`config.mk`:
```
export PLATFORM = sky130hd
export DESIGN_NAME = channel_peak_hold_meter
export DESIGN_NICKNAME = d
export VERILOG_FILES = /design/src/design/cphm_pkg.sv /design/src/design/cphm_in_reg.sv /design/src/design/cphm_update.sv /design/src/design/channel_peak_hold_meter.sv
export SDC_FILE = /design/constraint.sdc
export NUM_CORES = 1
export LEC_CHECK = 0
export ABC_AREA = 1
export ABC_CLOCK_PERIOD_IN_PS = 8100
export BUFFER_PORTS_ARGS = -buffer_cell sky130_fd_sc_hd__buf_2
export CORE_MARGIN = 8
export CORE_UTILIZATION = 61
export DETAILED_ROUTE_END_ITERATION = 8
export GPL_ROUTABILITY_DRIVEN = 0
export PLACE_DENSITY = 0.86
export RECOVER_POWER = 25
export SLEW_MARGIN = 10
export SYNTH_ARGS = -nofsm -noshare
export SYNTH_HDL_FRONTEND = slang
export SYNTH_SLANG_ARGS = --single-unit
```
`constraint.sdc`:
```
create_clock -name aclk -period 8.1 [get_ports aclk]
set_clock_uncertainty 0.2 [all_clocks]
set_input_delay 0.81 -clock aclk [delete_from_list [all_inputs] [get_ports aclk]]
set_output_delay 0.81 -clock aclk [all_outputs]
set_load 0.1 [all_outputs]
```
`src/design/cphm_pkg.sv`:
```
// Shared types, constants and register codes for the channel peak hold meter.
package cphm_pkg;

    // Default number of metered channels.
    localparam int CHANNELS_DEF = 8;

    // Field widths.
    localparam int CH_W    = 3;
    localparam int LVL_IN_W = 16;
    localparam int LVL_W   = 15;
    localparam int DECAY_W = 14;
    localparam int HOLD_W  = 16;
    localparam int CFG_W   = 16;
    localparam int CFG_IDX_W = 2;

    // Level limits in hundredths of a dB.
    localparam logic signed [LVL_W-1:0] FLOOR_CDB = -15'sd10000;
    localparam logic signed [LVL_W-1:0] CLIP_CDB  = 15'sd0;
    localparam logic [HOLD_W-1:0] COUNTER_MAX = 16'hFFFF;

    // Configuration register indexes.
    localparam logic [CFG_IDX_W-1:0] REG_DECAY_STEP = 2'd0;
    localparam logic [CFG_IDX_W-1:0] REG_CLIP_HOLD  = 2'd1;
    localparam logic [CFG_IDX_W-1:0] REG_CLIP_EN    = 2'd2;

    // Register reset values.
    localparam logic [DECAY_W-1:0] DECAY_RST = 14'd20;
    localparam logic [HOLD_W-1:0]  HOLD_RST  = 16'd100;

    // Item kinds carried on the input tuser.
    localparam logic MODE_LEVEL = 1'b0;
    localparam logic MODE_CLEAR = 1'b1;

    // One accepted input beat.
    typedef struct packed {
        logic                       mode;
        logic [CH_W-1:0]            channel;
        logic signed [LVL_IN_W-1:0] level;
    } item_t;

    // One result beat.
    typedef struct packed {
        logic                    clip_lit;
        logic                    peak_visible;
        logic                    level_visible;
        logic signed [LVL_W-1:0] peak;
        logic signed [LVL_W-1:0] level;
        logic [CH_W-1:0]         channel;
    } result_t;

    // Configuration register set.
    typedef struct packed {
        logic [DECAY_W-1:0] decay_step;
        logic [HOLD_W-1:0]  clip_hold_frames;
        logic               clip_enable;
    } cfg_t;

endpackage

```
`src/design/cphm_in_reg.sv`:
```
// Input register stage that holds one beat while the update stage is stalled.
module cphm_in_reg (
    input  logic            aclk,
    input  logic            aresetn,
    input  logic            s_valid,
    output logic            s_ready,
    input  cphm_pkg::item_t s_item,
    output logic            q_valid,
    input  logic            q_take,
    output cphm_pkg::item_t q_item
);
    import cphm_pkg::*;

    logic  valid_reg;
    item_t item_reg;

    // Accept a new beat when empty or when the held beat moves on.
    assign s_ready = !valid_reg || q_take;
    assign q_valid = valid_reg;
    assign q_item  = item_reg;

    always_ff @(posedge aclk) begin
        if (!aresetn) begin
            valid_reg <= 1'b0;
        end else if (s_ready) begin
            valid_reg <= s_valid;
        end
    end

    always_ff @(posedge aclk) begin
        if (s_ready && s_valid) begin
            item_reg <= s_item;
        end
    end

endmodule

```
`src/design/cphm_update.sv`:
```
// Per-channel peak, seen and clip state with the single-pass update logic.
module cphm_update #(
    parameter int CHANNELS = cphm_pkg::CHANNELS_DEF
) (
    input  logic              aclk,
    input  logic              aresetn,
    input  logic              en,
    input  cphm_pkg::item_t   item,
    input  cphm_pkg::cfg_t    cfg,
    output cphm_pkg::result_t result
);
    import cphm_pkg::*;

    localparam int IDX_W = (CHANNELS > 1) ? $clog2(CHANNELS) : 1;

    logic signed [LVL_W-1:0]  peak_reg [CHANNELS];
    logic                     seen_reg [CHANNELS];
    logic                     clip_reg [CHANNELS];
    logic [HOLD_W-1:0]        cnt_reg  [CHANNELS];

    logic [6:0]               ch_wide;
    logic [IDX_W-1:0]         idx;
    logic                     hit;
    logic signed [LVL_W-1:0]  lvl;
    logic signed [LVL_W-1:0]  peak_cur;
    logic                     seen_cur;
    logic                     clip_cur;
    logic [HOLD_W-1:0]        cnt_cur;
    logic signed [16:0]       decayed;
    logic signed [16:0]       lvl_wide;
    logic signed [16:0]       raised;
    logic signed [LVL_W-1:0]  peak_next;
    logic                     clip_next;
    logic [HOLD_W-1:0]        cnt_next;
    logic [HOLD_W-1:0]        cnt_inc;

    // Channel decode; channels beyond the store touch no state.
    assign ch_wide = 7'(item.channel);
    assign idx     = ch_wide[IDX_W-1:0];
    assign hit     = ch_wide < 7'(CHANNELS);

    assign peak_cur = hit ? peak_reg[idx] : FLOOR_CDB;
    assign seen_cur = hit ? seen_reg[idx] : 1'b0;
    assign clip_cur = hit ? clip_reg[idx] : 1'b0;
    assign cnt_cur  = hit ? cnt_reg[idx]  : '0;

    // Clamp the level to the meter range; a clear shows the floor.
    always_comb begin
        priority if (item.mode == MODE_CLEAR) begin
            lvl = FLOOR_CDB;
        end else if (item.level < 16'(FLOOR_CDB)) begin
            lvl = FLOOR_CDB;
        end else if (item.level > 16'sd0) begin
            lvl = CLIP_CDB;
        end else begin
            lvl = item.level[LVL_W-1:0];
        end
    end

    // Decay the held peak, raise it to the level and floor it; a clear or first level sets it.
    assign decayed  = {{2{peak_cur[LVL_W-1]}}, peak_cur} - {3'b000, cfg.decay_step};
    assign lvl_wide = {{2{lvl[LVL_W-1]}}, lvl};
    assign raised   = (lvl_wide > decayed) ? lvl_wide : decayed;

    always_comb begin
        priority if (item.mode == MODE_CLEAR) begin
            peak_next = FLOOR_CDB;
        end else if (!seen_cur) begin
            peak_next = lvl;
        end else if (raised < 17'(FLOOR_CDB)) begin
            peak_next = FLOOR_CDB;
        end else begin
            peak_next = raised[LVL_W-1:0];
        end
    end

    // Clip flag and hold counter; the counter saturates.
    assign cnt_inc = (cnt_cur == COUNTER_MAX) ? cnt_cur : cnt_cur + 1'b1;

    always_comb begin
        clip_next = clip_cur;
        cnt_next  = cnt_cur;
        if (cfg.clip_enable) begin
            priority if (item.mode == MODE_CLEAR) begin
                clip_next = 1'b0;
                cnt_next  = '0;
            end else if (lvl >= CLIP_CDB) begin
                clip_next = 1'b1;
                cnt_next  = '0;
            end else if (clip_cur) begin
                cnt_next  = cnt_inc;
                clip_next = !(cnt_inc >= cfg.clip_hold_frames);
            end else begin
                clip_next = clip_cur;
            end
        end
    end

    // State write for the addressed channel.
    always_ff @(posedge aclk) begin
        if (!aresetn) begin
            for (int i = 0; i < CHANNELS; i++) begin
                peak_reg[i] <= FLOOR_CDB;
                seen_reg[i] <= 1'b0;
                clip_reg[i] <= 1'b0;
                cnt_reg[i]  <= '0;
            end
        end else if (en && hit) begin
            peak_reg[idx] <= peak_next;
            seen_reg[idx] <= seen_cur || (item.mode == MODE_LEVEL);
            clip_reg[idx] <= clip_next;
            cnt_reg[idx]  <= cnt_next;
        end
    end

    // Result fields for this beat.
    always_comb begin
        result.channel       = item.channel;
        result.level         = lvl;
        result.peak          = hit ? peak_next : FLOOR_CDB;
        result.level_visible = lvl > FLOOR_CDB;
        result.peak_visible  = hit && (peak_next > FLOOR_CDB);
        result.clip_lit      = hit && clip_next;
    end

endmodule

```
`src/design/channel_peak_hold_meter.sv`:
```
// Each accepted input beat passes the input register, then the result register.
// Throughput: one beat per cycle unless m_axis_tready stalls the output; a channel's state
// is read and written in the update stage, so consecutive beats on one channel need no wait.
// Reset (aresetn low, synchronous) empties both stages, sets all peaks to -100 dB,
// clears the seen and clip state and loads the register defaults 20, 100 and 1.
module channel_peak_hold_meter #(
    parameter int CHANNELS = cphm_pkg::CHANNELS_DEF
) (
    input  logic                               aclk,
    input  logic                               aresetn,
    input  logic                               s_axis_tvalid,
    output logic                               s_axis_tready,
    // tdata: channel [2:0], level_in [18:3], zero fill [23:19]
    input  logic [23:0]                        s_axis_tdata,
    // tuser: mode [0]
    input  logic                               s_axis_tuser,
    output logic                               m_axis_tvalid,
    input  logic                               m_axis_tready,
    // tdata: channel_out [2:0], level_out [17:3], peak_out [32:18],
    // level_visible [33], peak_visible [34], clip_lit [35], zero fill [39:36]
    output logic [39:0]                        m_axis_tdata,
    input  logic                               cfg_wr_en,
    input  logic [cphm_pkg::CFG_IDX_W-1:0]     cfg_index,
    input  logic [cphm_pkg::CFG_W-1:0]         cfg_wdata
);
    import cphm_pkg::*;

    cfg_t    cfg_reg;
    item_t   s_item;
    item_t   q_item;
    logic    q_valid;
    logic    q_take;
    result_t res;
    result_t res_reg;
    logic    out_valid_reg;
    logic    out_load;

    // Configuration writes.
    always_ff @(posedge aclk) begin
        if (!aresetn) begin
            cfg_reg.decay_step       <= DECAY_RST;
            cfg_reg.clip_hold_frames <= HOLD_RST;
            cfg_reg.clip_enable      <= 1'b1;
        end else if (cfg_wr_en) begin
            unique case (cfg_index)
                REG_DECAY_STEP: cfg_reg.decay_step       <= cfg_wdata[DECAY_W-1:0];
                REG_CLIP_HOLD:  cfg_reg.clip_hold_frames <= cfg_wdata[HOLD_W-1:0];
                REG_CLIP_EN:    cfg_reg.clip_enable      <= cfg_wdata[0];
                default:        cfg_reg                  <= cfg_reg;
            endcase
        end
    end

    // Unpack the input beat.
    assign s_item.mode    = s_axis_tuser;
    assign s_item.channel = s_axis_tdata[CH_W-1:0];
    assign s_item.level   = s_axis_tdata[CH_W+LVL_IN_W-1:CH_W];

    cphm_in_reg u_in (
        .aclk    (aclk),
        .aresetn (aresetn),
        .s_valid (s_axis_tvalid),
        .s_ready (s_axis_tready),
        .s_item  (s_item),
        .q_valid (q_valid),
        .q_take  (q_take),
        .q_item  (q_item)
    );

    // The held beat updates state exactly when the result register takes it.
    assign out_load = !out_valid_reg || m_axis_tready;
    assign q_take   = q_valid && out_load;

    cphm_update #(
        .CHANNELS (CHANNELS)
    ) u_update (
        .aclk    (aclk),
        .aresetn (aresetn),
        .en      (q_take),
        .item    (q_item),
        .cfg     (cfg_reg),
        .result  (res)
    );

    // Result register.
    always_ff @(posedge aclk) begin
        if (!aresetn) begin
            out_valid_reg <= 1'b0;
        end else if (out_load) begin
            out_valid_reg <= q_valid;
        end
    end

    always_ff @(posedge aclk) begin
        if (q_take) begin
            res_reg <= res;
        end
    end

    assign m_axis_tvalid = out_valid_reg;
    assign m_axis_tdata  = {4'b0000, res_reg};

    // The input only stalls when both stages hold beats and the output waits.
    a_stall_cause: assert property (@(posedge aclk) disable iff (!aresetn)
        !s_axis_tready |-> (q_valid && out_valid_reg && !m_axis_tready))
        else $error("input stalled without a full pipeline");

    // Shown peak never leaves the meter range.
    a_peak_range: assert property (@(posedge aclk) disable iff (!aresetn)
        m_axis_tvalid |-> (res_reg.peak >= FLOOR_CDB && res_reg.peak <= CLIP_CDB))
        else $error("peak out of range");

    // Visibility flags agree with the values they describe.
    a_visible: assert property (@(posedge aclk) disable iff (!aresetn)
        m_axis_tvalid |-> ((res_reg.peak_visible == (res_reg.peak != FLOOR_CDB))
                       && (res_reg.level_visible == (res_reg.level != FLOOR_CDB))))
        else $error("visibility flag mismatch");

endmodule
```
Word-level counts from Yosys, hierarchy flattened
Memories as Yosys holds them, arrays and structs flattened. A register that Yosys moved wholly into a read port is not among the register bits.
Cells that the tools add are included.
Word-level totals
  RAM bits: 264
  flip-flop bits (word level): 89
  memories kept: 4
Memory list
  u_update.cnt_reg: depth 8, bits a word 16, read ports 1, clocked after Yosys merged registers in 1, write ports 8, RTL line cphm_update.sv:19  | logic [HOLD_W-1:0] cnt_reg [CHANNELS];
  u_update.peak_reg: depth 8, bits a word 15, read ports 1, clocked after Yosys merged registers in 1, write ports 8, RTL line cphm_update.sv:16  | logic signed [LVL_W-1:0] peak_reg [CHANNELS];
  u_update.clip_reg: depth 8, bits a word 1, read ports 1, clocked after Yosys merged registers in 1, write ports 8, RTL line cphm_update.sv:18  | logic clip_reg [CHANNELS];
  u_update.seen_reg: depth 8, bits a word 1, read ports 1, clocked after Yosys merged registers in 1, write ports 8, RTL line cphm_update.sv:17  | logic seen_reg [CHANNELS];
Cells by class
  muxes and demuxes: 40
  equality and inequality tests: 3
  $lt $le $gt $ge: 9
  $add $sub $neg: 2
  reductions and logical operators: 19
  bitwise logic cells: 1
Operators with widths (number)
  2-to-1 mux 15 bit: 8
  2-to-1 mux 16 bit: 7
  > comparator 15 bit, second input constant: 2
  2-to-1 mux 3 bit: 8
  less-than comparator 17 x 15 -> 1 bit, second input constant: 1
  2-to-1 mux 17 bit: 1
  adder 16 x 1 -> 16 bit, second input constant: 1
  == test 16 bit, second input constant: 1
  greater-or-equal comparator 16 bit: 1
  > comparator 15 x 16 -> 1 bit: 1
  > comparator 16 x 1 -> 1 bit, second input constant: 1
  less-than comparator 16 x 15 -> 1 bit, second input constant: 1
  2-to-1 mux 1 bit: 16
  OR reduction 16 bit: 1
  subtractor 15 x 15 -> 16 bit: 1
  greater-or-equal comparator 15 x 1 -> 1 bit, second input constant: 1
  OR reduction 15 bit: 1
  AND reduction 2 bit: 3
  logical AND 1 bit: 5
  less-than comparator 3 x 4 -> 1 bit, second input constant: 1
  logical NOT 1 bit: 3
  logical OR 1 bit: 3
  == test 2 x 1 -> 1 bit, second input constant: 1
  == test 2 bit, second input constant: 1
  other kinds (3): 4

Logic depth before layout (Yosys ltp)
Gate-level depths: netlist of run 1.
  depth in word-level cells: 12
  depth in mapped cells: 52
  depth with buffers taken out: 44

Cells and area by module
Synthesis of run 1 repeated with hierarchy kept, for this count alone.
Unflattened totals
  cell total of the unflattened synthesis: 1714
  area, all modules: 17028.8 µm²
Modules (own cells, without submodules)
  cphm_update: times used 1, area an instance 13900.8 µm², sequential area each 7767.4 µm², cells an instance 1448
  channel_peak_hold_meter: times used 1, area an instance 2476.1 µm², sequential area each 1721.7 µm², cells an instance 239
  cphm_in_reg: times used 1, area an instance 651.9 µm², sequential area each 620.6 µm², cells an instance 27

Worst setup path before layout of run 1
No wires, ideal clock.
  path kind: flip-flop to flip-flop
  from: register (tool-made name)
  to: register res_reg, in the netlist m_axis_tdata[34], data pin
  required time: 7.648 ns
  path slack: 1.974 ns
  library setup time: 0.252 ns
  buffers on the path: 9
  arrival: 5.674 ns
  cell stages (with the launch flop): 50
  cells stage by stage: dfxtp_1 > buf_2 > inv_2 > buf_4 > buf_2 > buf_4 > buf_4 > clkbuf_1 > clkbuf_1 > nor2_1 > o22ai_1 > nor2_1 > a31oi_1 > ha_1 > a21oi_1 > o21ai_1 > nand3_1 > nand2_1 > (+14 left out) > nand2_2 > nand2_4 > nand3_4 > buf_6 > nand2_2 > nand2_1 > nand3_2 > nand3_2 > nand3_4 > buf_8 > nand2_2 > nand2_1 > o21ai_2 > nand2_2 > nor2_1 > nand2_1 > nand2_1 > nand2_1
RTL lines
  end signal: assignment: RTL line channel_peak_hold_meter.sv:96  | res_reg <= res;
  end: declaration: RTL line channel_peak_hold_meter.sv:34  | result_t res_reg;

==> results.md, run 1 <==
Run status:
- The flow ran to the end, but the final reports show violations.
- The final reports fail on max-capacitance violations, max-slew violations.

Place:
- At the placement stage, the worst setup path has a slack of roughly 1300 ps.
- Detailed placement finished with a half-perimeter wire length of 29.7 mm.
- In this run, placement finished with an instance count of approximately 2.3k.
- Summing all placed instances gives a cell area of 18200 sq um.
- In this run the tool buffered the top-level ports with 80 buffer cells.

Synth:
- Synthesis handed over a netlist of 1883 instances.
- The proportion of register bits with asynchronous set or reset after synthesis is 0.
- The synthesis-stage register bit count is 356.
- sky130_fd_sc_hd__edfxtp_1 takes more of the synthesized area than any other cell.
- During synthesis, Yosys emitted a total of 0 warnings.
- In this run, synthesis inferred 304 flip-flops with an integrated enable.
- The share of Yosys cell area claimed by the top area cell type is 0.522.
- The area of the mapped netlist is 17500 sq um.
- The most frequently used flop master after synthesis is sky130_fd_sc_hd__edfxtp_1.
- The sequential-to-total area share from yosys stat is 0.581.
- The synthesized area per cell is 9.29 sq um.
- In the post-synthesis netlist, the biggest area contributors are sky130_fd_sc_hd__edfxtp_1 52%, sky130_fd_sc_hd__nor2_1 9.3%, sky130_fd_sc_hd__dfxtp_1 6.0%.
- In this run, distinct cell masters in the synthesized netlist total 47.

Clocking:
- CTS placed an instance of sky130_fd_sc_hd__clkbuf_16 at the clock tree root.
- In this run, post-CTS repair resized a total of 0 instances.
- In this run the deepest clock path goes through 3 buffers.
- After clock tree synthesis, the flow added hold-fix buffers numbering 0.
- In this run the post-CTS setup repair buffer count came out at 0.
- The clock tree from TritonCTS is built.
- The clock-pin slew on the worst setup and hold paths is roughly 60 ps.
- The clock tree synthesis step divided the H-tree into 2 levels.
- The sink count of the clock tree is between 300 and 400.
- The clock network latency to the later pin of the worst-skew pair is 530 ps.
- The TritonCTS buffer count is 36.

Floorplan:
- From bottom edge to top edge, the die measures 185 um.
- Measured along the x axis, the die boundary spans 185 um.
- The starting density of the core is 0.615.
- The floorplan step defined a die boundary enclosing 34400 sq um.
- The top-level I/O count is 90.
- The total area inside the core boundary comes to ~28000 sq um.
- The initialized floorplan defines 62 standard-cell rows.

Power and ir drop:
- The static leakage is about 7.3 nW.
- The total power divided by cell area is 245 nW/um^2.
- The peak supply drop is between 0.0001 and 0.00015 V.

STA:
- Setup slack closes at 1080 ps.
- Setup repair after global routing left no endpoint under its margin.
- The share of the clock period used by the worst path is 0.866.
- Summed over all failing endpoints, the final setup total negative slack is 0 ps.
- The number of hold violations in the final report is 0.
- The final count of pins violating max slew was approximately 230.
- Setup violations remaining at the end of the flow were counted as 0.
- In this run the tightest slew margin relative to its limit is -0.390.
- The measured slew at the worst slew-check pin is 2090 ps.
- The final period demand of the worst path is 7020 ps.
- Derived from the worst setup path, the maximum achievable clock frequency is 0.143 GHz.

Critical path:
- The most numerous cell type found on the critical path is sky130_fd_sc_hd__nand2_1.
- At the worst endpoint, the required time is a little over 8000 ps.
- The capturing point of the worst reg2reg path is u_update.peak_reg[3][12].
- The nature of the critical path endpoint is a flop.
- The highest-delay cell along the critical path is sky130_fd_sc_hd__inv_1.
- The worst setup path is launched from a flop.
- The worst register-to-register path has a depth of 38.
- The critical-path maximum fanout is 38.
- The critical path is of the flop to flop type.
- Across all register-to-register paths, the minimum setup slack is 1080 ps.
- The maximum single-stage delay on the critical path is 830 ps.
- Data on the critical path arrives at its endpoint at 7070 ps.

Route:
- After detailed routing, the number of remaining DRC violations is 0.
- The per-cell routed wire length is ~20 um.
- The total routed wirelength is 47.0 mm.
- The detailed-router iteration count before antenna repair is 6.
- The DRC marker count from the first detailed-route iteration is 2074.
- The vias after detailed routing is 14.5k.
- The vias per cell is 6.18.
- The number of routed nets with antenna violations is 0.

Cells and area:
- In the final layout, the multi-input gates occupy 6220 sq um.
- The register with the most flip-flops in the layout has 128 of them.
- After the last flow step, the layout net total stands at 2032.
- The number of diodes added for antenna fixing is 0.
- The post-route cell area is a little under 20000 sq um.
- The layout cell share with drive strength beyond 1 is 0.0790.
- The count of cells in the finished layout, fillers not included, comes to 2347.
- The number of fillers in the final layout is 2021.
- The layout overhead on the synthesized area is 10.1%.
- Summing all flip-flop and latch instances after layout gives 10200 sq um.

GRT:
- The first global-routing pass estimated about 73 mm of wire.
- The via count of the first global-routing pass was 14.0k.
- Entering global routing, the biggest net connects 133 pins.
- Global routing finished with a remaining overflow of 0.
- The initial antenna violation count is 0.
- The all-layer global routing usage is 0.270.

Hold path:
- The path with the worst hold slack has its endpoint at u_in.q_item[6].
- The startpoint identified for the worst hold timing path is s_axis_tdata[9].
- The path class of the tightest hold or removal check is primary input to flop.
- Counting instances, the worst hold path has a depth of 1.

Job:
- The max capacitance violation total is 7.
-- worst max-delay path, delay by kind of cell, from the launching register on --
| family | cells | cell delay, ps |
|---|---|---|
| and+or+nand+nor | 23 | 2350 |
| buffers and inverters | 5 | 1500 |
| AOI/OAI and AO/OA | 7 | 1490 |
| adders and majority gates | 2 | 660 |
| DFF | 1 | 320 |
| xor gates and xnor gates | 1 | 170 |
-- through the flow --
stage | util | hold WS [ps] | power (mW)
finish | 0.676 | 251 | 4.72
global placement | 0.640 | 254 | 3.07
detailed placement | 0.640 | 258 | 3.11
floorplan | - | 235 | 2.87
global route | 0.676 | 245 | 4.88
CTS | 0.679 | 237 | 4.70
-- Yosys cell counts, types with 6 or more instances --
cell and n:
sky130_fd_sc_hd__o21ai_1 22, sky130_fd_sc_hd__clkbuf_1 70, sky130_fd_sc_hd__buf_2 10, sky130_fd_sc_hd__clkinv_1 6
sky130_fd_sc_hd__o21ai_2 6, sky130_fd_sc_hd__inv_1 171, sky130_fd_sc_hd__buf_4 8, sky130_fd_sc_hd__a31oi_1 14
sky130_fd_sc_hd__ha_1 47, sky130_fd_sc_hd__o221ai_1 6, sky130_fd_sc_hd__nand2_2 13, sky130_fd_sc_hd__inv_2 9
sky130_fd_sc_hd__dfxtp_1 52, sky130_fd_sc_hd__o21ai_0 188, sky130_fd_sc_hd__nand2_1 249, sky130_fd_sc_hd__xor2_1 19
sky130_fd_sc_hd__nor2_1 432, sky130_fd_sc_hd__nand3_1 39, sky130_fd_sc_hd__a21oi_1 76, sky130_fd_sc_hd__o21a_1 9
sky130_fd_sc_hd__nand4_1 19, sky130_fd_sc_hd__o22ai_1 52, sky130_fd_sc_hd__edfxtp_1 304, sky130_fd_sc_hd__a22oi_1 10
-- cells in the final DEF, fill, tap and decap left out, types with 4 or more instances in the layout --
| master | n |
|---|---|
| sky130_fd_sc_hd__conb_1 | 4 |
| sky130_fd_sc_hd__a21oi_1 | 76 |
| sky130_fd_sc_hd__clkinv_2 | 6 |
| sky130_fd_sc_hd__o221ai_1 | 6 |
| sky130_fd_sc_hd__nand2_1 | 249 |
| sky130_fd_sc_hd__o21a_1 | 9 |
| sky130_fd_sc_hd__edfxtp_1 | 304 |
| sky130_fd_sc_hd__dfxtp_1 | 50 |
| sky130_fd_sc_hd__inv_1 | 170 |
| sky130_fd_sc_hd__a22oi_1 | 10 |
| sky130_fd_sc_hd__clkinv_1 | 12 |
| sky130_fd_sc_hd__o21ai_1 | 22 |
| sky130_fd_sc_hd__o211ai_1 | 5 |
| sky130_fd_sc_hd__nand3_1 | 40 |
| sky130_fd_sc_hd__nand4_1 | 19 |
| sky130_fd_sc_hd__clkbuf_16 | 37 |
| sky130_fd_sc_hd__buf_4 | 16 |
| sky130_fd_sc_hd__o22ai_1 | 52 |
| sky130_fd_sc_hd__nor2_1 | 432 |
| sky130_fd_sc_hd__xor2_1 | 19 |
| sky130_fd_sc_hd__inv_2 | 8 |
| sky130_fd_sc_hd__buf_2 | 38 |
| sky130_fd_sc_hd__nor3_1 | 5 |
| sky130_fd_sc_hd__xnor2_1 | 5 |
| sky130_fd_sc_hd__o21ai_0 | 188 |
| sky130_fd_sc_hd__o21ai_2 | 6 |
| sky130_fd_sc_hd__a31oi_1 | 14 |
| sky130_fd_sc_hd__ha_1 | 47 |
| sky130_fd_sc_hd__clkbuf_1 | 59 |
| sky130_fd_sc_hd__nand2_2 | 13 |
-- layer usage --
metal	wire length, um	GRT usage	vias to the layer above
li1	-	-	6484
met3	6410	0.0577	170
met4	1760	0.116	0
met5	0	0	-
met2	22200	0.449	1094
met1	16600	0.338	6753
-- worst max path at each step --
stage | from | end | slack [ps] | depth (start not counted)
finish | flop | u_update.peak_reg[3][12] | 1080 | 38
global route | flop | m_axis_tdata[34] | 680 | 40
CTS | flop | m_axis_tdata[34] | 1260 | 39
detailed placement | flop | m_axis_tdata[34] | 1320 | 41
global placement | flop | m_axis_tdata[34] | 1630 | 41
floorplan | flop | m_axis_tdata[34] | 1970 | 49
-- final cells by class --
cell class | instances | area share
Sequential cell | 356 | 0.528
Tap cell | 384 | 0.0249
Multi-Input combinational cell | 1251 | 0.323
Clock buffer | 51 | 0.0524
Timing Repair Buffer | 105 | 0.0286
Inverter | 186 | 0.0363
Clock inverter | 14 | 0.00630
-- logic make-up after synthesis --
logic type / count (synthesis) / share of synthesized area
flip-flops: 356 / 0.581
XOR/XNOR: 24 / 0.0120
adder cells (fa/ha/maj): 48 / 0.0348
other: 1 / 0.000214
buffers and inverters: 279 / 0.0634
AND/OR/NAND/NOR: 774 / 0.180
AO/OA/AOI/OAI: 401 / 0.128
-- report_power, final --
group,internal [mW],switching [mW],leakage (nW)
clock network,0.933,0.681,0.555
logic,0.274,0.745,3.38
registers,2.06,0.0243,3.32
total,3.27,1.45,7.26
(Power assumes the default switching activity.)
==> run 2, diff against run 1 <==
PLACE_DENSITY = default   (was 0.86)
PLACE_DENSITY_LB_ADDON = 0.08   (was default)
SKIP_CTS_REPAIR_TIMING = 1   (was default)
TNS_END_PERCENT = 10   (was default)
==> run 2 against run 1 <==
Against the previous run: die area unchanged; critical path type unchanged; highest routed layer unchanged; critical path depth fell by 12; largest power group unchanged; global-route usage is 0.34 points higher; total power up 2.5%; worst hold slack improved by 4.3 ps; core utilization rose by 0.48 points; non-clock buffer count grew 3; the run still ends with max-capacitance violations, max-slew violations left; largest cell class unchanged; design area rose by 0.71%.
==> results.md, run 2 (same netlist as run 1, synthesis figures left out) <==
Floorplan:
- The area of the core region came to 28500 sq um (unchanged).
- The starting density of the core is 0.615 (unchanged).
- The die footprint is 34400 sq um (unchanged).
- The die boundary width is 185 um (unchanged).
- The vertical die dimension is 185 um (unchanged).
- The top-level I/O count is 90 (unchanged).
- The number of core rows is 62 (unchanged).

Clocking:
- The master cell of the clock root buffer is sky130_fd_sc_hd__clkbuf_16 (unchanged).
- The clock-pin slew on the worst setup and hold paths is 60 ps (about the same).
- The H-tree depth came to 2 (unchanged).
- The clock tree from TritonCTS is built (unchanged).
- The TritonCTS buffer count is 38 (was 36).
- The sink count of the clock tree is 356 (unchanged).
- The deepest clock path buffer count came to 3 (unchanged).
- The clock network latency to the later pin of the worst-skew pair came to 530 ps (about the same).

GRT:
- The initial antenna violation count is 0 (unchanged).
- The via count of the first global-routing pass is 13.4k (was 14.0k).
- The residual overflow from global routing is 0 (unchanged).
- The wire length of the first global-routing pass is 72.4 mm (was 72.6 mm).
- The largest net degree at the start of global routing is 75 (was 133).
- The all-layer global routing usage is 0.274 (was 0.270).

Place:
- The placed wire-length estimate after detailed placement was 30.3 mm (was 29.7 mm).
- The post-placement cell area is 18200 sq um (about the same).
- The number of I/O port buffers came to 80 (unchanged).

Critical path:
- The data required time of the worst path is 8320 ps (was 8150 ps).
- The type of the worst setup path is flop to flop (unchanged).
- The capturing point of the worst reg2reg path was u_update.clip_reg[7] (was u_update.peak_reg[3][12]).
- The data arrival time at the worst-slack endpoint came to 6980 ps (was 7070 ps).
- The startpoint kind of the worst setup timing path is a flop (unchanged).
- The capture point of the critical path is u_update.clip_reg[7] (was u_update.peak_reg[3][12]).
- The flop-to-flop setup slack is 1350 ps (was 1080 ps).
- The path depth of the worst reg2reg path is 26 (was 38).
- The nature of the critical path endpoint is a flop (unchanged).
- The critical-path maximum fanout was 43 (was 38).

Route:
- The detailed-router iteration count before antenna repair came to 6 (unchanged).
- The vias after detailed routing is 13.8k (was 14.5k).
- The per-cell routed wire length is 19.8 um (was 20.0 um).
- The number of DRC violations after detailed routing was 0 (unchanged).
- The total routed wirelength is 46.6 mm (was 47.0 mm).
- The number of routed nets with antenna violations was 0 (unchanged).
- The vias per cell is 5.86 (was 6.18).
- The DRC marker count from the first detailed-route iteration came to 1279 (was 2074).

Hold path:
- The cell depth of the worst min-delay path is 1 (unchanged).
- The class of the tightest hold or removal check is primary input to flop (unchanged).

STA:
- The final period demand of the worst path is 6750 ps (was 7020 ps).
- The final count of pins violating max slew is 204 (was 232).
- The setup TNS after final layout is 0 ps (unchanged).
- The measured slew at the worst slew-check pin is 2340 ps (was 2090 ps).
- The fmax is 0.148 GHz (was 0.143 GHz).
- The number of endpoints failing setup at the final stage came to 0 (unchanged).
- The share of the clock period used by the worst path is 0.834 (was 0.866).
- Unrepaired setup endpoints after global routing: no (unchanged).
- The headroom to the max-slew limit was -0.560 (was -0.390).
- The worst hold slack across all endpoints is 256 ps (was 251 ps).
- The number of hold violations in the final report is 0 (unchanged).

Cells and area:
- The total number of nets in the final design was 2037 (was 2032).
- The post-route cell area is 19400 sq um (was 19300 sq um).
- Highest-count cells in the layout ignoring fill and taps: 432 x sky130_fd_sc_hd__nor2_1, 304 x sky130_fd_sc_hd__edfxtp_1, 249 x sky130_fd_sc_hd__nand2_1 (unchanged).
- The number of diodes added for antenna fixing came to 0 (unchanged).
- The layout cell share with drive strength beyond 1 came to 0.0847 (was 0.0790).
- The number of flip-flops under the largest register name is 128 (unchanged).
- The layout overhead on the synthesized area is 10.9% (was 10.1%).
- The most frequent standard cell in the layout excluding fill and tap cells is sky130_fd_sc_hd__nor2_1 (unchanged).

Power and ir drop:
- The total power divided by cell area is 249 nW/um^2 (was 245 nW/um^2).
- The peak supply drop is 0.000174 V (was 0.000135 V).
- The static leakage was 7.33 nW (was 7.26 nW).

Run status:
- Run status: finished, violations left (unchanged).
- Violated checks: max-capacitance violations, max-slew violations (unchanged).

Job:
- The max capacitance violation total is 6 (was 7).
## run 2: cell count changes in the layout (fill, tap and decap cells not counted), moves of 2 or more
| cell | change |
|---|---|
| sky130_fd_sc_hd__clkbuf_1 | -3 |
| sky130_fd_sc_hd__clkbuf_16 | +2 |
| sky130_fd_sc_hd__clkinv_8 | +2 |
| sky130_fd_sc_hd__clkbuf_8 | +3 |
| sky130_fd_sc_hd__inv_6 | -2 |
| sky130_fd_sc_hd__buf_4 | +6 |
| sky130_fd_sc_hd__buf_12 | -2 |
## run 2: power breakdown
part	internal, mW	switching, mW	leakage, nW
logic	0.273	0.736	3.39
clock network	1.04	0.705	0.621
registers	2.06	0.0230	3.32
total	3.37	1.46	7.33
## run 2: per-layer routing
layer,up-vias,track usage,wire (um)
met3,100,0.0596,4980
met4,0,0.0928,1250
li1,6505,-,-
met1,6528,0.360,18900
met2,663,0.444,21500
met5,-,0,0
## run 2: worst min-delay path by stage
stage,from,end
2_1_floorplan,cfg_reg[10],cfg_reg[10]
3_3_place_gp,cfg_reg[8],cfg_reg[8]
3_5_place_dp,cfg_reg[15],cfg_reg[15]
4_1_cts,s_axis_tuser,u_in.q_item[19]
5_1_grt,s_axis_tdata[9],u_in.q_item[6]
6_report,s_axis_tdata[17],u_in.q_item[14]
## run 2: critical path, cell delays in order (launching register included)
cell and delay, ps:
sky130_fd_sc_hd__dfxtp_4 350, sky130_fd_sc_hd__clkinv_2 410, sky130_fd_sc_hd__buf_4 430, sky130_fd_sc_hd__o21ai_0 160, sky130_fd_sc_hd__o22ai_1 150, sky130_fd_sc_hd__inv_1 70
sky130_fd_sc_hd__o21ai_1 460, sky130_fd_sc_hd__ha_1 300, sky130_fd_sc_hd__inv_1 80, sky130_fd_sc_hd__nor2_1 170, sky130_fd_sc_hd__nand3_1 140, sky130_fd_sc_hd__or3_1 670
sky130_fd_sc_hd__o21ai_0 360, sky130_fd_sc_hd__inv_1 80, sky130_fd_sc_hd__ha_1 270, sky130_fd_sc_hd__a21boi_0 120, sky130_fd_sc_hd__o21a_1 170, sky130_fd_sc_hd__o21a_1 170
sky130_fd_sc_hd__o21a_1 170, sky130_fd_sc_hd__o21a_1 160, sky130_fd_sc_hd__o21a_1 160, sky130_fd_sc_hd__o21a_1 160, sky130_fd_sc_hd__o21ai_0 140, sky130_fd_sc_hd__a21oi_1 90
sky130_fd_sc_hd__o31ai_1 330, sky130_fd_sc_hd__a22oi_1 340, sky130_fd_sc_hd__o21ai_0 300
## run 2: metrics by stage
step	std cells	worst slack, ps	total power [mW]	util
floorplan	1886	1970	2.87	-
global placement	2285	1630	3.09	0.639
detailed placement	2285	1520	3.11	0.639
CTS	2355	1430	4.84	0.684
global route	2355	720	5.03	0.681
finish	2355	1350	4.84	0.681
## run 2: layout make-up
cell class	instances	area [sq um]
inverters	186	699
well taps	384	480
repair buffers	108	553
clock buffers	55	1100
clock inverters	15	168
fillers	2276	9070
flip-flops and latches	356	10200
multi-input cells	1251	6220
==> run 3, diff against run 2 <==
ABC_AREA = 0   (was 1)
ABC_CLOCK_PERIOD_IN_PS = 6830   (was 8100)
clock period = 6.83 ns   (was 8.1 ns; I/O delays follow)
==> run 3 against run 2 <==
Against the previous run: the flow still finishes with violations (max-capacitance violations, max-slew violations); first-iteration DRC count is 9.5% lower; register-to-register slack got worse by 1000 ps; sequential power increased by 19%; die area shrank 0.85%; sequential share of layout area is essentially flat; total power increased by 6.7%; via count shrank 15%; design area hardly changed; setup slack got worse by 1000 ps; synthesized cell count down 25%; synthesized area down 0.93%; global-route usage shrank 1.7 points; largest power group unchanged.
==> results.md, run 3 <==
Route:
- The total routed wirelength was 43.0 mm (was 46.6 mm).
- The per-cell routed wire length is 22.6 um (was 19.8 um).
- The number of routed nets with antenna violations is 0 (unchanged).
- The vias per cell is 6.13 (was 5.86).
- The vias after detailed routing is 11.7k (was 13.8k).
- The number of DRC violations after detailed routing is 0 (unchanged).
- The DRC marker count from the first detailed-route iteration was 1158 (was 1279).
- The detailed-router iteration count before antenna repair is 5 (was 6).

Synth:
- The proportion of register bits with asynchronous set or reset after synthesis is 0 (unchanged).
- The synthesis-stage register bit count is 356 (unchanged).
- Top cells by area in the synthesized netlist: sky130_fd_sc_hd__edfxtp_1 53%, sky130_fd_sc_hd__mux4_2 7.8%, sky130_fd_sc_hd__dfxtp_1 6.0% (was sky130_fd_sc_hd__edfxtp_1 52%, sky130_fd_sc_hd__nor2_1 9.3%, sky130_fd_sc_hd__dfxtp_1 6.0%).
- The synthesized area per cell is 12.4 sq um (was 9.29 sq um).
- The count of cell types in the netlist is 85 (was 47).
- The most frequent cell after synthesis is sky130_fd_sc_hd__edfxtp_1 (was sky130_fd_sc_hd__nor2_1).
- The most frequently used flop master after synthesis is sky130_fd_sc_hd__edfxtp_1 (unchanged).
- Synth cell count leaders: 304 x sky130_fd_sc_hd__edfxtp_1, 222 x sky130_fd_sc_hd__nor2_1, 148 x sky130_fd_sc_hd__nand2_1 (was 432 x sky130_fd_sc_hd__nor2_1, 304 x sky130_fd_sc_hd__edfxtp_1, 249 x sky130_fd_sc_hd__nand2_1).
- The share of Yosys cell area claimed by the top area cell type is 0.527 (was 0.522).
- The synthesized netlist cell count came to 1403 (was 1883).
- The most area-hungry cell type in the Yosys netlist is sky130_fd_sc_hd__edfxtp_1 (unchanged).
- The yosys synthesis warning count is 0 (unchanged).
- The number of enable-type register cells in the synthesized netlist is 304 (unchanged).
- The area of the mapped netlist was 17300 sq um (was 17500 sq um).
- The sequential-to-total area share from yosys stat is 0.587 (was 0.581).

Critical path:
- The number of logic stages on the critical path including buffering is 24 (was 26).
- The maximum single-stage delay on the critical path is 530 ps (was 670 ps).
- The capturing point of the worst reg2reg path is m_axis_tdata[34] (was u_update.clip_reg[7]).
- The number of buffers and inverters on the critical path is 2 (was 5).
- The data required time of the worst path is 6900 ps (was 8320 ps).
- The startpoint kind of the worst setup timing path is a flop (unchanged).
- The type of the worst setup path is flop to flop (unchanged).
- The capture point of the critical path is m_axis_tdata[34] (was u_update.clip_reg[7]).
- The critical-path maximum fanout was 13 (was 43).
- The most used cell along the critical path is sky130_fd_sc_hd__ha_1 (was sky130_fd_sc_hd__o21a_1).
- The highest-delay cell along the critical path is sky130_fd_sc_hd__mux4_2 (was sky130_fd_sc_hd__or3_1).
- Walking the worst path, the cells encountered are buf_12, mux4_2, mux2i_2, ha_1, fa_1, and2b_1, o2111ai_2, a21o_1, a211oi_1, o21ai_0, nor2b_2, xnor2_1, ha_1, and4_1, nand4_1, or4_1, mux2_2, o211ai_1, nand3_2, a32oi_1, o21a_1, inv_2, nor4_1, o41ai_2.
- The family with the most delay on the worst path is simple AND/OR/NAND/NOR gates (was compound AO/OA/AOI/OAI gates).
- The path depth of the worst reg2reg path was 24 (was 26).
- The data arrival time at the worst-slack endpoint came to 6580 ps (was 6980 ps).
- The flop-to-flop setup slack is 330 ps (was 1350 ps).
- The nature of the critical path endpoint is a flop (unchanged).

GRT:
- The wire length of the first global-routing pass was 65.9 mm (was 72.4 mm).
- The via count of the first global-routing pass was 11.6k (was 13.4k).
- The residual overflow from global routing is 0 (unchanged).
- The initial antenna violation count was 1 (was 0).
- The all-layer global routing usage is 0.257 (was 0.274).
- The largest net degree at the start of global routing is 60 (was 75).

Clocking:
- The H-tree depth is 2 (unchanged).
- The sink count of the clock tree is 356 (unchanged).
- The TritonCTS buffer count is 37 (was 38).
- The clock network latency to the later pin of the worst-skew pair was 530 ps (about the same).
- The deepest clock path buffer count came to 3 (unchanged).
- The clock tree from TritonCTS is built (unchanged).
- The master cell of the clock root buffer is sky130_fd_sc_hd__clkbuf_16 (unchanged).
- The clock-pin slew on the worst setup and hold paths came to 60 ps (about the same).

Run status:
- Run status: finished, violations left (unchanged).
- Violated checks: max-capacitance violations, max-slew violations (unchanged).

Job:
- The max capacitance violation total is 3 (was 6).

Cells and area:
- The number of diodes added for antenna fixing was 0 (unchanged).
- The number of cells in the finished layout apart from fillers is 1907 (was 2355).
- The layout cell share with drive strength beyond 1 is 0.189 (was 0.0847).
- The total number of nets in the final design is 1596 (was 2037).
- The most frequent standard cell in the layout excluding fill and tap cells is sky130_fd_sc_hd__edfxtp_1 (was sky130_fd_sc_hd__nor2_1).
- The number of fillers in the final layout was 2027 (was 2276).
- The layout overhead on the synthesized area is 11.8% (was 10.9%).
- Highest-count cells in the layout ignoring fill and taps: 304 x sky130_fd_sc_hd__edfxtp_1, 222 x sky130_fd_sc_hd__nor2_1, 148 x sky130_fd_sc_hd__nand2_1 (was 432 x sky130_fd_sc_hd__nor2_1, 304 x sky130_fd_sc_hd__edfxtp_1, 249 x sky130_fd_sc_hd__nand2_1).
- The number of flip-flops under the largest register name came to 128 (unchanged).

STA:
- Unrepaired setup endpoints after global routing: no (unchanged).
- The measured slew at the worst slew-check pin is 2530 ps (was 2340 ps).
- The final period demand of the worst path is 6500 ps (was 6750 ps).
- The setup TNS after final layout was 0 ps (unchanged).
- The number of hold violations in the final report is 0 (unchanged).
- The fmax is 0.154 GHz (was 0.148 GHz).
- The share of the clock period used by the worst path came to 0.952 (was 0.834).
- The final count of pins violating max slew is 129 (was 204).
- The number of endpoints failing setup at the final stage is 0 (unchanged).
- The headroom to the max-slew limit is -0.686 (was -0.560).

Floorplan:
- The vertical die dimension is 185 um (about the same).
- The top-level I/O count was 90 (unchanged).
- The starting density of the core is 0.622 (was 0.615).
- The area of the core region was 27900 sq um (was 28500 sq um).
- The number of core rows is 61 (was 62).
- The die boundary width is 185 um (about the same).
- The die footprint was 34100 sq um (was 34400 sq um).

Place:
- The number of I/O port buffers is 80 (unchanged).
- The total instance count after detailed placement is 1838 (was 2285).
- The placed wire-length estimate after detailed placement came to 28.5 mm (was 30.3 mm).

Hold path:
- The class of the tightest hold or removal check is primary input to flop (unchanged).
- The origin of the worst min-delay path was s_axis_tuser (was s_axis_tdata[17]).
- The cell depth of the worst min-delay path is 1 (unchanged).

Power and ir drop:
- The peak supply drop came to 0.000231 V (was 0.000174 V).
- The static leakage is 6.77 nW (was 7.33 nW).
- The total power divided by cell area is 266 nW/um^2 (was 249 nW/um^2).
-- run 3: worst min-delay path by stage --
| stage | to | slack (ps) |
|---|---|---|
| after global placement | u_update.clip_reg[5] | 250 |
| final | u_in.q_item[19] | 130 |
| after CTS | u_in.q_item[19] | 110 |
| after detailed placement | cfg_reg[20] | 260 |
| after global routing | u_in.q_item[19] | 110 |
| after floorplan | u_update.clip_reg[2] | 240 |
-- run 3: cell type report --
cell class | count | area [sq um] | share of cell area
well taps | 378 | 473 | 0.0244
flip-flops and latches | 356 | 10200 | 0.525
repair buffers | 132 | 742 | 0.0383
multi-input cells | 906 | 6620 | 0.341
clock inverters | 18 | 109 | 0.00562
inverters | 67 | 251 | 0.0130
clock buffers | 50 | 1020 | 0.0524
-- run 3: per-stage QoR --
stage / utilization / instance area (sq um) / power (mW) / setup slack [ps] / hold WS (ps)
after floorplan: - / 17400 / 3.09 / 32.2 / 238
after global placement: 0.656 / 18300 / 3.29 / 308 / 249
after detailed placement: 0.656 / 18300 / 3.31 / 200 / 261
after CTS: 0.696 / 19400 / 5.17 / 167 / 110
after global routing: 0.696 / 19400 / 5.33 / 16.2 / 108
final: 0.696 / 19400 / 5.16 / 327 / 126
-- run 3: logic make-up (layout without fill, tap and decap cells) --
kind of cell | Yosys count | after routing | share of synthesized area
buf+inv | 144 | 267 | 0.0352
simple gates | 518 | 518 | 0.136
xor+xnor | 21 | 21 | 0.0110
flops | 356 | 356 | 0.587
fa+ha+maj | 48 | 48 | 0.0351
compound gates | 205 | 205 | 0.0806
other cells | 1 | 4 | 0.000216
mux | 110 | 110 | 0.115
-- run 3: worst reg2reg max path: cells and delay by family (launching register included) --
kind,cells,cell delay [ps]
mux,3,1090
xor+xnor,1,100
fa+ha+maj,3,750
buf+inv,2,270
compound gates,8,1500
simple gates,7,1860
flops,1,470
-- run 3: layer usage --
layer	share of wire	track usage	wire, um
met1	0.42	0.352	17900
met5	0	0	0
met3	0.10	0.0571	4290
met4	0.029	0.0900	1230
met2	0.46	0.401	19600
-- run 3: power breakdown --
group	internal, mW	leakage (nW)	total (mW)	switching [mW]
Sequential	2.43	3.34	2.47	0.0362
Combinational	0.275	2.87	0.811	0.536
Clock	1.05	0.551	1.88	0.826
Total	3.76	6.77	5.16	1.40
